--- config.mk ---
export PLATFORM = sky130hd
export DESIGN_NAME = allpass_shelving_filter
export DESIGN_NICKNAME = d
export VERILOG_FILES = /design/src/sv/afs_pkg.sv /design/src/sv/afs_mac.sv /design/src/sv/afs_seq.sv /design/src/sv/allpass_shelving_filter.sv
export SDC_FILE = /design/constraint.sdc
export NUM_CORES = 2
export LEC_CHECK = 0
export ABC_AREA = 1
export BUFFER_PORTS_ARGS = -buffer_cell sky130_fd_sc_hd__clkbuf_2
export CAP_MARGIN = 10
export CORE_MARGIN = 5
export CORE_UTILIZATION = 40
export DETAILED_ROUTE_END_ITERATION = 7
export GPL_TIMING_DRIVEN = 0
export PLACE_DENSITY_LB_ADDON = 0.1
export SYNTH_ARGS = -nofsm -noshare
export SYNTH_HDL_FRONTEND = slang
export SYNTH_HIERARCHICAL = 1
export SYNTH_SLANG_ARGS = --single-unit
--- constraint.sdc ---
create_clock -name clk -period 21.3 [get_ports clk]
set_input_delay 2.13 -clock clk [delete_from_list [all_inputs] [get_ports clk]]
set_output_delay 2.13 -clock clk [all_outputs]
set_load 0.005 [all_outputs]
--- src/sv/afs_pkg.sv ---
// ---------------------------------------------------------------------------
// afs_pkg
// Shared types and constants of the allpass shelving and peak equalizer.
// ---------------------------------------------------------------------------
package afs_pkg;

  localparam int SAMPLE_W       = 32;
  localparam int ACC_W          = 64;
  localparam int GAIN_FRAC_BITS = 24;
  // width of the gain product after the fraction bits are dropped
  localparam int GAIN_INT_W     = ACC_W - GAIN_FRAC_BITS;

  // filter type codes
  localparam logic [2:0] FT_LOW_SHELF  = 3'd0;
  localparam logic [2:0] FT_HIGH_SHELF = 3'd1;
  localparam logic [2:0] FT_PEAK       = 3'd2;
  localparam logic [2:0] FT_FIRST_SEC  = 3'd3;
  localparam logic [2:0] FT_SECOND_SEC = 3'd4;

  typedef enum logic [2:0] {
    MAC_NOP  = 3'd0,
    MAC_CLR  = 3'd1,  // acc = 2*p
    MAC_ADD  = 3'd2,  // acc += 2*p
    MAC_SUB  = 3'd3,  // acc -= 2*p
    MAC_LOAD = 3'd4   // acc = p
  } mac_op_t;

  typedef struct packed {
    mac_op_t                     op;
    logic signed [SAMPLE_W-1:0]  opa;
    logic signed [SAMPLE_W-1:0]  opb;
  } mac_req_t;

  typedef struct packed {
    logic        [2:0]           filter_type;
    logic signed [SAMPLE_W-1:0]  coef_a0;
    logic signed [SAMPLE_W-1:0]  coef_a1;
    logic signed [SAMPLE_W-1:0]  coef_a2;
    logic signed [SAMPLE_W-1:0]  coef_b1_first;
    logic signed [SAMPLE_W-1:0]  coef_b1_half;
    logic signed [SAMPLE_W-1:0]  coef_b2;
    logic signed [SAMPLE_W-1:0]  shelf_gain;
  } cfg_t;

endpackage

--- src/sv/afs_mac.sv ---
// ---------------------------------------------------------------------------
// afs_mac
// Shared 32x32 signed multiplier with a registered product and a 64-bit
// wrapping accumulator behind it.
// ---------------------------------------------------------------------------
module afs_mac import afs_pkg::*; (
  input  logic                    clk,
  input  logic                    rst_n,
  input  mac_req_t                req,
  output logic signed [ACC_W-1:0] acc
);

  logic signed [ACC_W-1:0] prod;
  logic signed [ACC_W-1:0] prod_r;
  mac_op_t                 op_r;
  logic signed [ACC_W-1:0] acc_r, acc_nxt;
  logic        [ACC_W-1:0] dbl;

  assign prod = req.opa * req.opb;
  assign dbl  = {prod_r[ACC_W-2:0], 1'b0};

  always_comb begin
    acc_nxt = acc_r;
    case (op_r)
      MAC_CLR:  acc_nxt = dbl;
      MAC_ADD:  acc_nxt = acc_r + dbl;
      MAC_SUB:  acc_nxt = acc_r - dbl;
      MAC_LOAD: acc_nxt = prod_r;
      default:  acc_nxt = acc_r;
    endcase
  end

  always_ff @(posedge clk) begin
    prod_r <= prod;
    acc_r  <= acc_nxt;
    if (!rst_n) begin
      op_r <= MAC_NOP;
    end else begin
      op_r <= req.op;
    end
  end

  assign acc = acc_r;

endmodule

--- src/sv/afs_seq.sv ---
// ---------------------------------------------------------------------------
// afs_seq
// Sequencer: steps the shared multiplier through the IIR section taps,
// keeps the sample history, then, for the shelf and peak types, runs the
// shelf gain multiply and the final saturating sum.
// ---------------------------------------------------------------------------
module afs_seq import afs_pkg::*; (
  input  logic                       clk,
  input  logic                       rst_n,
  input  cfg_t                       cfg,
  input  logic                       start,
  input  logic signed [SAMPLE_W-1:0] sample,
  output logic                       idle,
  output logic                       res_valid,
  output logic signed [SAMPLE_W-1:0] res_data,
  input  logic                       res_take
);

  typedef enum logic [8:0] {
    S_IDLE  = 9'b000000001,
    S_MAC   = 9'b000000010,
    S_DRAIN = 9'b000000100,
    S_HALF  = 9'b000001000,
    S_GMUL  = 9'b000010000,
    S_GWAIT = 9'b000100000,
    S_ROUND = 9'b001000000,
    S_SAT   = 9'b010000000,
    S_DONE  = 9'b100000000
  } state_t;

  localparam logic [2:0] LAST_FIRST  = 3'd2;
  localparam logic [2:0] LAST_SECOND = 3'd6;
  localparam logic signed [ACC_W-1:0] RND_BIAS =
    ACC_W'((ACC_W'(1) << GAIN_FRAC_BITS) - ACC_W'(1));
  localparam logic signed [SAMPLE_W-1:0] S32_MAX = {1'b0, {(SAMPLE_W-1){1'b1}}};
  localparam logic signed [SAMPLE_W-1:0] S32_MIN = {1'b1, {(SAMPLE_W-1){1'b0}}};

  state_t                     state_r, state_nxt;
  logic [2:0]                 step_r, step_nxt;
  logic signed [SAMPLE_W-1:0] x_r, x_nxt;
  logic signed [SAMPLE_W-1:0] xh0_r, xh0_nxt, xh1_r, xh1_nxt;
  logic signed [SAMPLE_W-1:0] yh0_r, yh0_nxt, yh1_r, yh1_nxt;
  logic signed [SAMPLE_W-1:0] d_r, d_nxt, term_r, term_nxt;
  logic signed [GAIN_INT_W-1:0] g_r, g_nxt;
  logic signed [SAMPLE_W-1:0] res_r, res_nxt;

  logic                       order2;
  logic [2:0]                 last_step;
  logic signed [ACC_W-1:0]    acc;
  logic signed [ACC_W-1:0]    acc_rnd;
  logic signed [SAMPLE_W-1:0] f;
  logic signed [SAMPLE_W:0]   sum33, diff33;
  logic signed [GAIN_INT_W:0] total;
  mac_req_t                   req;

  assign order2    = cfg.filter_type inside {FT_PEAK, FT_SECOND_SEC};
  assign last_step = order2 ? LAST_SECOND : LAST_FIRST;
  assign f         = acc[ACC_W-1:ACC_W-SAMPLE_W];
  assign sum33     = (SAMPLE_W+1)'(f) + (SAMPLE_W+1)'(x_r);
  assign diff33    = (SAMPLE_W+1)'(x_r) - (SAMPLE_W+1)'(f);
  // truncate the gain product toward zero
  assign acc_rnd   = acc + (acc[ACC_W-1] ? RND_BIAS : '0);
  assign total     = (GAIN_INT_W+1)'(g_r) + (GAIN_INT_W+1)'(term_r);

  afs_mac u_mac (
    .clk   (clk),
    .rst_n (rst_n),
    .req   (req),
    .acc   (acc)
  );

  // tap selection for the section
  always_comb begin
    req.op  = MAC_NOP;
    req.opa = cfg.coef_a0;
    req.opb = x_r;
    if (state_r == S_MAC) begin
      if (order2) begin
        case (step_r)
          3'd0:    begin req.op = MAC_CLR; req.opa = cfg.coef_a0;      req.opb = x_r;   end
          3'd1:    begin req.op = MAC_ADD; req.opa = cfg.coef_a1;      req.opb = xh0_r; end
          3'd2:    begin req.op = MAC_ADD; req.opa = cfg.coef_a1;      req.opb = xh0_r; end
          3'd3:    begin req.op = MAC_ADD; req.opa = cfg.coef_a2;      req.opb = xh1_r; end
          3'd4:    begin req.op = MAC_SUB; req.opa = cfg.coef_b1_half; req.opb = yh0_r; end
          3'd5:    begin req.op = MAC_SUB; req.opa = cfg.coef_b1_half; req.opb = yh0_r; end
          default: begin req.op = MAC_SUB; req.opa = cfg.coef_b2;      req.opb = yh1_r; end
        endcase
      end else begin
        case (step_r)
          3'd0:    begin req.op = MAC_CLR; req.opa = cfg.coef_a0;       req.opb = x_r;   end
          3'd1:    begin req.op = MAC_ADD; req.opa = cfg.coef_a1;       req.opb = xh0_r; end
          default: begin req.op = MAC_SUB; req.opa = cfg.coef_b1_first; req.opb = yh0_r; end
        endcase
      end
    end else if (state_r == S_GMUL) begin
      req.op  = MAC_LOAD;
      req.opa = d_r;
      req.opb = cfg.shelf_gain;
    end
  end

  always_comb begin
    state_nxt = state_r;
    step_nxt  = step_r;
    x_nxt     = x_r;
    xh0_nxt   = xh0_r;
    xh1_nxt   = xh1_r;
    yh0_nxt   = yh0_r;
    yh1_nxt   = yh1_r;
    d_nxt     = d_r;
    term_nxt  = term_r;
    g_nxt     = g_r;
    res_nxt   = res_r;
    case (state_r)
      S_IDLE: begin
        if (start) begin
          x_nxt    = sample;
          step_nxt = '0;
          if (cfg.filter_type inside {[FT_LOW_SHELF:FT_SECOND_SEC]}) begin
            state_nxt = S_MAC;
          end else begin
            res_nxt   = '0;
            state_nxt = S_DONE;
          end
        end
      end
      S_MAC: begin
        step_nxt = step_r + 3'd1;
        if (step_r == last_step) begin
          state_nxt = S_DRAIN;
        end
      end
      S_DRAIN: begin
        state_nxt = S_HALF;
      end
      S_HALF: begin
        xh0_nxt = x_r;
        yh0_nxt = f;
        if (order2) begin
          xh1_nxt = xh0_r;
          yh1_nxt = yh0_r;
        end
        if (cfg.filter_type == FT_HIGH_SHELF) begin
          d_nxt    = sum33[SAMPLE_W:1];
          term_nxt = diff33[SAMPLE_W:1];
        end else begin
          d_nxt    = diff33[SAMPLE_W:1];
          term_nxt = sum33[SAMPLE_W:1];
        end
        if (cfg.filter_type inside {FT_FIRST_SEC, FT_SECOND_SEC}) begin
          res_nxt   = f;
          state_nxt = S_DONE;
        end else begin
          state_nxt = S_GMUL;
        end
      end
      S_GMUL: begin
        state_nxt = S_GWAIT;
      end
      S_GWAIT: begin
        state_nxt = S_ROUND;
      end
      S_ROUND: begin
        g_nxt     = acc_rnd[ACC_W-1:GAIN_FRAC_BITS];
        state_nxt = S_SAT;
      end
      S_SAT: begin
        if (total[GAIN_INT_W:SAMPLE_W-1] != {(GAIN_INT_W-SAMPLE_W+2){total[GAIN_INT_W]}})
        begin
          res_nxt = total[GAIN_INT_W] ? S32_MIN : S32_MAX;
        end else begin
          res_nxt = total[SAMPLE_W-1:0];
        end
        state_nxt = S_DONE;
      end
      S_DONE: begin
        if (res_take) begin
          state_nxt = S_IDLE;
        end
      end
      default: begin
        state_nxt = S_IDLE;
      end
    endcase
  end

  always_ff @(posedge clk) begin
    x_r    <= x_nxt;
    d_r    <= d_nxt;
    term_r <= term_nxt;
    g_r    <= g_nxt;
    res_r  <= res_nxt;
    if (!rst_n) begin
      state_r <= S_IDLE;
      step_r  <= '0;
      xh0_r   <= '0;
      xh1_r   <= '0;
      yh0_r   <= '0;
      yh1_r   <= '0;
    end else begin
      state_r <= state_nxt;
      step_r  <= step_nxt;
      xh0_r   <= xh0_nxt;
      xh1_r   <= xh1_nxt;
      yh0_r   <= yh0_nxt;
      yh1_r   <= yh1_nxt;
    end
  end

  assign idle      = (state_r == S_IDLE);
  assign res_valid = (state_r == S_DONE);
  assign res_data  = res_r;

endmodule

--- src/sv/allpass_shelving_filter.sv ---
// ---------------------------------------------------------------------------
// allpass_shelving_filter
// Allpass-based shelving and peak equalizer: one Q31 IIR section on a
// shared multiplier; shelf and peak add Q8.24 gain and 32-bit saturation.
// ---------------------------------------------------------------------------
//  channel | ports                         | transfer
//  --------+-------------------------------+----------------------------
//  input   | in_valid, in_ready, in_sample_in   | valid & ready
//  output  | out_valid, out_ready, out_sample_out | valid & ready
//  config  | cfg_we, cfg_index, cfg_wdata  | cfg_we, no wait
//
// After a sample is accepted the sequencer runs the section taps, drains
// the multiplier and forms the allpass halves; shelf and peak then add
// the gain multiply, rounding and saturation, and an undefined filter
// type gives a zero result. in_ready comes back as the result enters the
// output register. A result waiting on out_ready in the output register
// leaves the sequencer free; only a second finished result stalls it.
// Reset (rst_n, synchronous) resets history, state, config and out_valid.
// ---------------------------------------------------------------------------
module allpass_shelving_filter import afs_pkg::*; (
  input  logic                       clk,
  input  logic                       rst_n,
  input  logic                       in_valid,
  output logic                       in_ready,
  input  logic signed [SAMPLE_W-1:0] in_sample_in,
  output logic                       out_valid,
  input  logic                       out_ready,
  output logic signed [SAMPLE_W-1:0] out_sample_out,
  input  logic                       cfg_we,
  input  logic [2:0]                 cfg_index,
  input  logic [SAMPLE_W-1:0]        cfg_wdata
);

  localparam logic [2:0] REG_FILTER_TYPE = 3'd0;
  localparam logic [2:0] REG_A0          = 3'd1;
  localparam logic [2:0] REG_A1          = 3'd2;
  localparam logic [2:0] REG_A2          = 3'd3;
  localparam logic [2:0] REG_B1_FIRST    = 3'd4;
  localparam logic [2:0] REG_B1_HALF     = 3'd5;
  localparam logic [2:0] REG_B2          = 3'd6;
  localparam logic [2:0] REG_GAIN        = 3'd7;
  localparam logic signed [SAMPLE_W-1:0] GAIN_ONE =
    SAMPLE_W'(SAMPLE_W'(1) << GAIN_FRAC_BITS);
  localparam cfg_t CFG_RESET = '{
    filter_type:   FT_LOW_SHELF,
    coef_a0:       '0,
    coef_a1:       '0,
    coef_a2:       '0,
    coef_b1_first: '0,
    coef_b1_half:  '0,
    coef_b2:       '0,
    shelf_gain:    GAIN_ONE
  };

  cfg_t                       cfg_r, cfg_nxt;
  logic                       out_valid_r, out_valid_nxt;
  logic signed [SAMPLE_W-1:0] out_data_r, out_data_nxt;
  logic                       seq_idle;
  logic                       res_valid;
  logic signed [SAMPLE_W-1:0] res_data;
  logic                       slot_free;

  assign slot_free = !out_valid_r || out_ready;
  assign in_ready  = seq_idle;

  afs_seq u_seq (
    .clk       (clk),
    .rst_n     (rst_n),
    .cfg       (cfg_r),
    .start     (in_valid && seq_idle),
    .sample    (in_sample_in),
    .idle      (seq_idle),
    .res_valid (res_valid),
    .res_data  (res_data),
    .res_take  (slot_free)
  );

  always_comb begin
    cfg_nxt = cfg_r;
    if (cfg_we) begin
      case (cfg_index)
        REG_FILTER_TYPE: cfg_nxt.filter_type   = cfg_wdata[2:0];
        REG_A0:          cfg_nxt.coef_a0       = cfg_wdata;
        REG_A1:          cfg_nxt.coef_a1       = cfg_wdata;
        REG_A2:          cfg_nxt.coef_a2       = cfg_wdata;
        REG_B1_FIRST:    cfg_nxt.coef_b1_first = cfg_wdata;
        REG_B1_HALF:     cfg_nxt.coef_b1_half  = cfg_wdata;
        REG_B2:          cfg_nxt.coef_b2       = cfg_wdata;
        REG_GAIN:        cfg_nxt.shelf_gain    = cfg_wdata;
        default:         cfg_nxt = cfg_r;
      endcase
    end
  end

  // output register, loaded when the previous result has gone out
  always_comb begin
    out_valid_nxt = out_valid_r;
    out_data_nxt  = out_data_r;
    if (slot_free) begin
      out_valid_nxt = res_valid;
      if (res_valid) begin
        out_data_nxt = res_data;
      end
    end
  end

  always_ff @(posedge clk) begin
    out_data_r <= out_data_nxt;
    if (!rst_n) begin
      cfg_r       <= CFG_RESET;
      out_valid_r <= 1'b0;
    end else begin
      cfg_r       <= cfg_nxt;
      out_valid_r <= out_valid_nxt;
    end
  end

  assign out_valid      = out_valid_r;
  assign out_sample_out = out_data_r;

endmodule
==> summary.txt <==
Outcome
  – Run status: finished, final reports clean

Synthesis
  – Ys Warns: 6
  – Top cells by count, synth: nand2_1 (2613), inv_1 (2315), nor2_1 (1201), fa_1 (1086), o21ai_0 (639)
  – Top cell type's share of synthesized area: 0.262
  – Cell with the most instances after synthesis: nand2_1
  – Asr flop ratio synth: 0
  – Synthesized area per cell: ~7.3 sq um
  – Post-Syn Instances: around 11000
  – Area contributors post-synth: fa_1 (26%), nand2_1 (12%), dfxtp_1 (10%)
  – Sequential fraction of the synthesis area: 0.200
  – Number of synthesized flops with an enable pin: roughly 260
  – Library cells used by synthesis: 66
  – Top FF cell, synth: dfxtp_1
  – Flops & latches, synth: 699
  – Largest area contributor in the netlist: fa_1
  – Syn Nets: between 10000 and 15000
  – Netlist Area Pre-Place: 83100 sq um

Clock tree
  – Maximum root-to-sink buffer count: 3
  – H-tree levels: 3
  – CTS tree: built
  – Total CTS buffers: 90
  – Cts hold-fix bufs: 0
  – Post-CTS Setup Inserts: 0
  – Clk Tree Root Cell: clkbuf_16
  – Post_cts resized: 0
  – Clk Latency, worst-skew pair: 0.77 ns
  – Clock transition at the registers of the reported paths: roughly 0.06 ns
  – Clock sinks: between 600 and 700

Finish
  – Layout cell share with drive strength beyond 1: 0.0465
  – Layout Utilization: 0.440
  – Final instance area: around 91000 sq um
  – Area growth, synth to finish: 9.63%
  – Non-filler instance count after layout: between 10000 and 15000
  – Filler cells: around 22000
  – Fin nets: between 10000 and 15000

Setup path
  – Arrival time worst endpoint: 13.81 ns
  – CP Class: reg -> reg
  – Worst Setup End Kind: register
  – Critical path's most frequent cell: inv_1
  – CP bufs+invs: 13
  – Critical-path top delay cell: fa_1
  – Req. time, crit path: about 22 ns
  – Crit path max-delay family: adder cells
  – Max FO, Critical Path: 11
  – CP peak stage delay: between 1 and 1.5 ns
  – Crit start category: register

Global route
  – Met3 usage: 0.0807
  – First-pass GRT wire length: between 500 and 600 mm
  – GRT Overall Usage: 0.360
  – Initial antenna violation count: 18
  – Vias in the first global route: between 70000 and 80000
  – Met2 GRT Util: 0.547
  – Overflow after GRT: 0
  – GR peak layer: met2
  – Largest net degree at the start of global routing: 41
  – Grt met1 use: 0.481

STA
  – Max Fclk: ~75 MHz
  – RSZ-0062 raised after global routing: no
  – Final Hold Fails: 0
  – Setup_tns: 0 ns
  – Setup ws final: around 8.0 ns
  – Max_slew headroom: 0.0856
  – Final setup viols: 0
  – Fin crit period: roughly 13 ns
  – Tcrit/Tclk final: 0.624
  – Final max-slew violation count: 0
  – Clock skew: roughly 0.09 ns
  – Measured slew at the worst slew-check pin: between 1 and 1.5 ns

Detailed routing
  – Drt wl/cell: around 27 um
  – First-pass iteration count of the detailed router: 8
  – DR iter-0 viols: about 8300
  – Detail Route Antenna Nets: 0
  – Via count: roughly 79000
  – Residual DRC count: 0
  – Vias per cell: roughly 5.5
  – Final WL: just under 400 mm

Place
  – RD Place Congestion: 1.03
  – Setup WS pre-CTS: 8.20 ns
  – Post-DP HPWL: 332 mm
  – Inst Count DP: 14203
  – DP Area: roughly 88000 sq um
  – Port Buf Inserts: ~110

Floorplan
  – Core Footprint: around 210000 sq um
  – Die area: 217000 sq um
  – # IOs: approximately 110
  – Row count: ~170
  – Die Y: 466 um
  – Initial Util: 0.402
  – Die Width: between 400 and 500 um

Power
  – P_leak: 46.2 nW
  – VDD IR max: 0.000528 V
  – Pwr Density: between 150 and 200 nW/um^2

Worst hold path
  – Path category of the worst min-delay check: reg -> reg

Job
  – Max-cap violation count: 0
[per-layer routing]
layer  wire length [um]  up-vias
met1             164000    38625
met2             169000     3655
met3              36000      861
met5                117        -
met4              25500       18
li1                   -    35367
[cells by family after synthesis]
family / after synthesis / synth area share
compound gates: 1477 / 0.101
simple gates: 4668 / 0.229
xor+xnor: 209 / 0.0220
buf+inv: 2821 / 0.129
flops: 699 / 0.200
fa+ha+maj: 1463 / 0.318
[power breakdown]
group	internal, W	switching, W
clock	0.000943	0.000685
combinational	0.00325	0.00803
sequential	0.00160	0.000205
total	0.00580	0.00892
[cells in the final DEF (no fill, tap or decap), types with 26 or more instances in the layout]
cell,instances
nor3_1,67
nand3_1,562
clkbuf_2,106
nand4_1,72
a21o_1,28
xnor2_1,36
nor4_1,27
a221oi_1,32
buf_6,27
clkbuf_1,392
nor2_1,1199
o2111ai_1,28
buf_1,32
o21ai_0,594
a32oi_1,38
o22ai_1,26
o21bai_1,44
fa_1,1086
nor2_2,27
edfxtp_1,264
xor2_1,173
dfxtp_1,435
o21ai_1,60
ha_1,377
clkbuf_16,92
nand2_1,2612
buf_2,58
inv_1,2314
a211oi_1,41
a21oi_1,467
[flip-flops by register name, indices dropped and copies added (netlist names), 40 cells and up]
register,flops
cfg_r,227
u_seq/g_r,40
u_seq/u_mac/prod_r,64
u_seq/u_mac/acc,64
[cell type report]
type	count	area, sq um	area share
multi-input combinational	7817	55800	0.613
sequential	699	16600	0.183
inverter	2335	8760	0.0962
tap	2704	3380	0.0371
clock buffer	112	2490	0.0273
buffer	486	1960	0.0216
timing repair buffer	170	1330	0.0145
clock inverter	51	687	0.00754
antenna	14	35.0	0.000385
[metrics by stage]
stage / total power (W) / hold slack [ns]
after floorplan: 0.00782 / 0.400
after global placement: 0.0129 / 0.402
after detailed placement: 0.0129 / 0.405
after CTS: 0.0146 / 0.415
after global routing: 0.0156 / 0.417
final: 0.0147 / 0.413
[worst paths after layout]
| kind | start | to | slack (ns) | depth (start not counted) |
|---|---|---|---|---|
| worst max-delay path | u_seq/state_r[1]$_SDFFE_PN0P_ | u_seq/u_mac/prod_r[53]$_DFF_P_ | 8.00 | 36 |
| worst min register to register | u_seq/res_data[12]$_DFFE_PP_ | out_sample_out[12]$_DFFE_PP_ | 0.41 | 0 |
| worst min-delay path | u_seq/res_data[12]$_DFFE_PP_ | out_sample_out[12]$_DFFE_PP_ | 0.41 | 0 |
| worst max register to register | u_seq/state_r[1]$_SDFFE_PN0P_ | u_seq/u_mac/prod_r[53]$_DFF_P_ | 8.00 | 36 |
No activity file was read; power rests on OpenSTA's default activity.
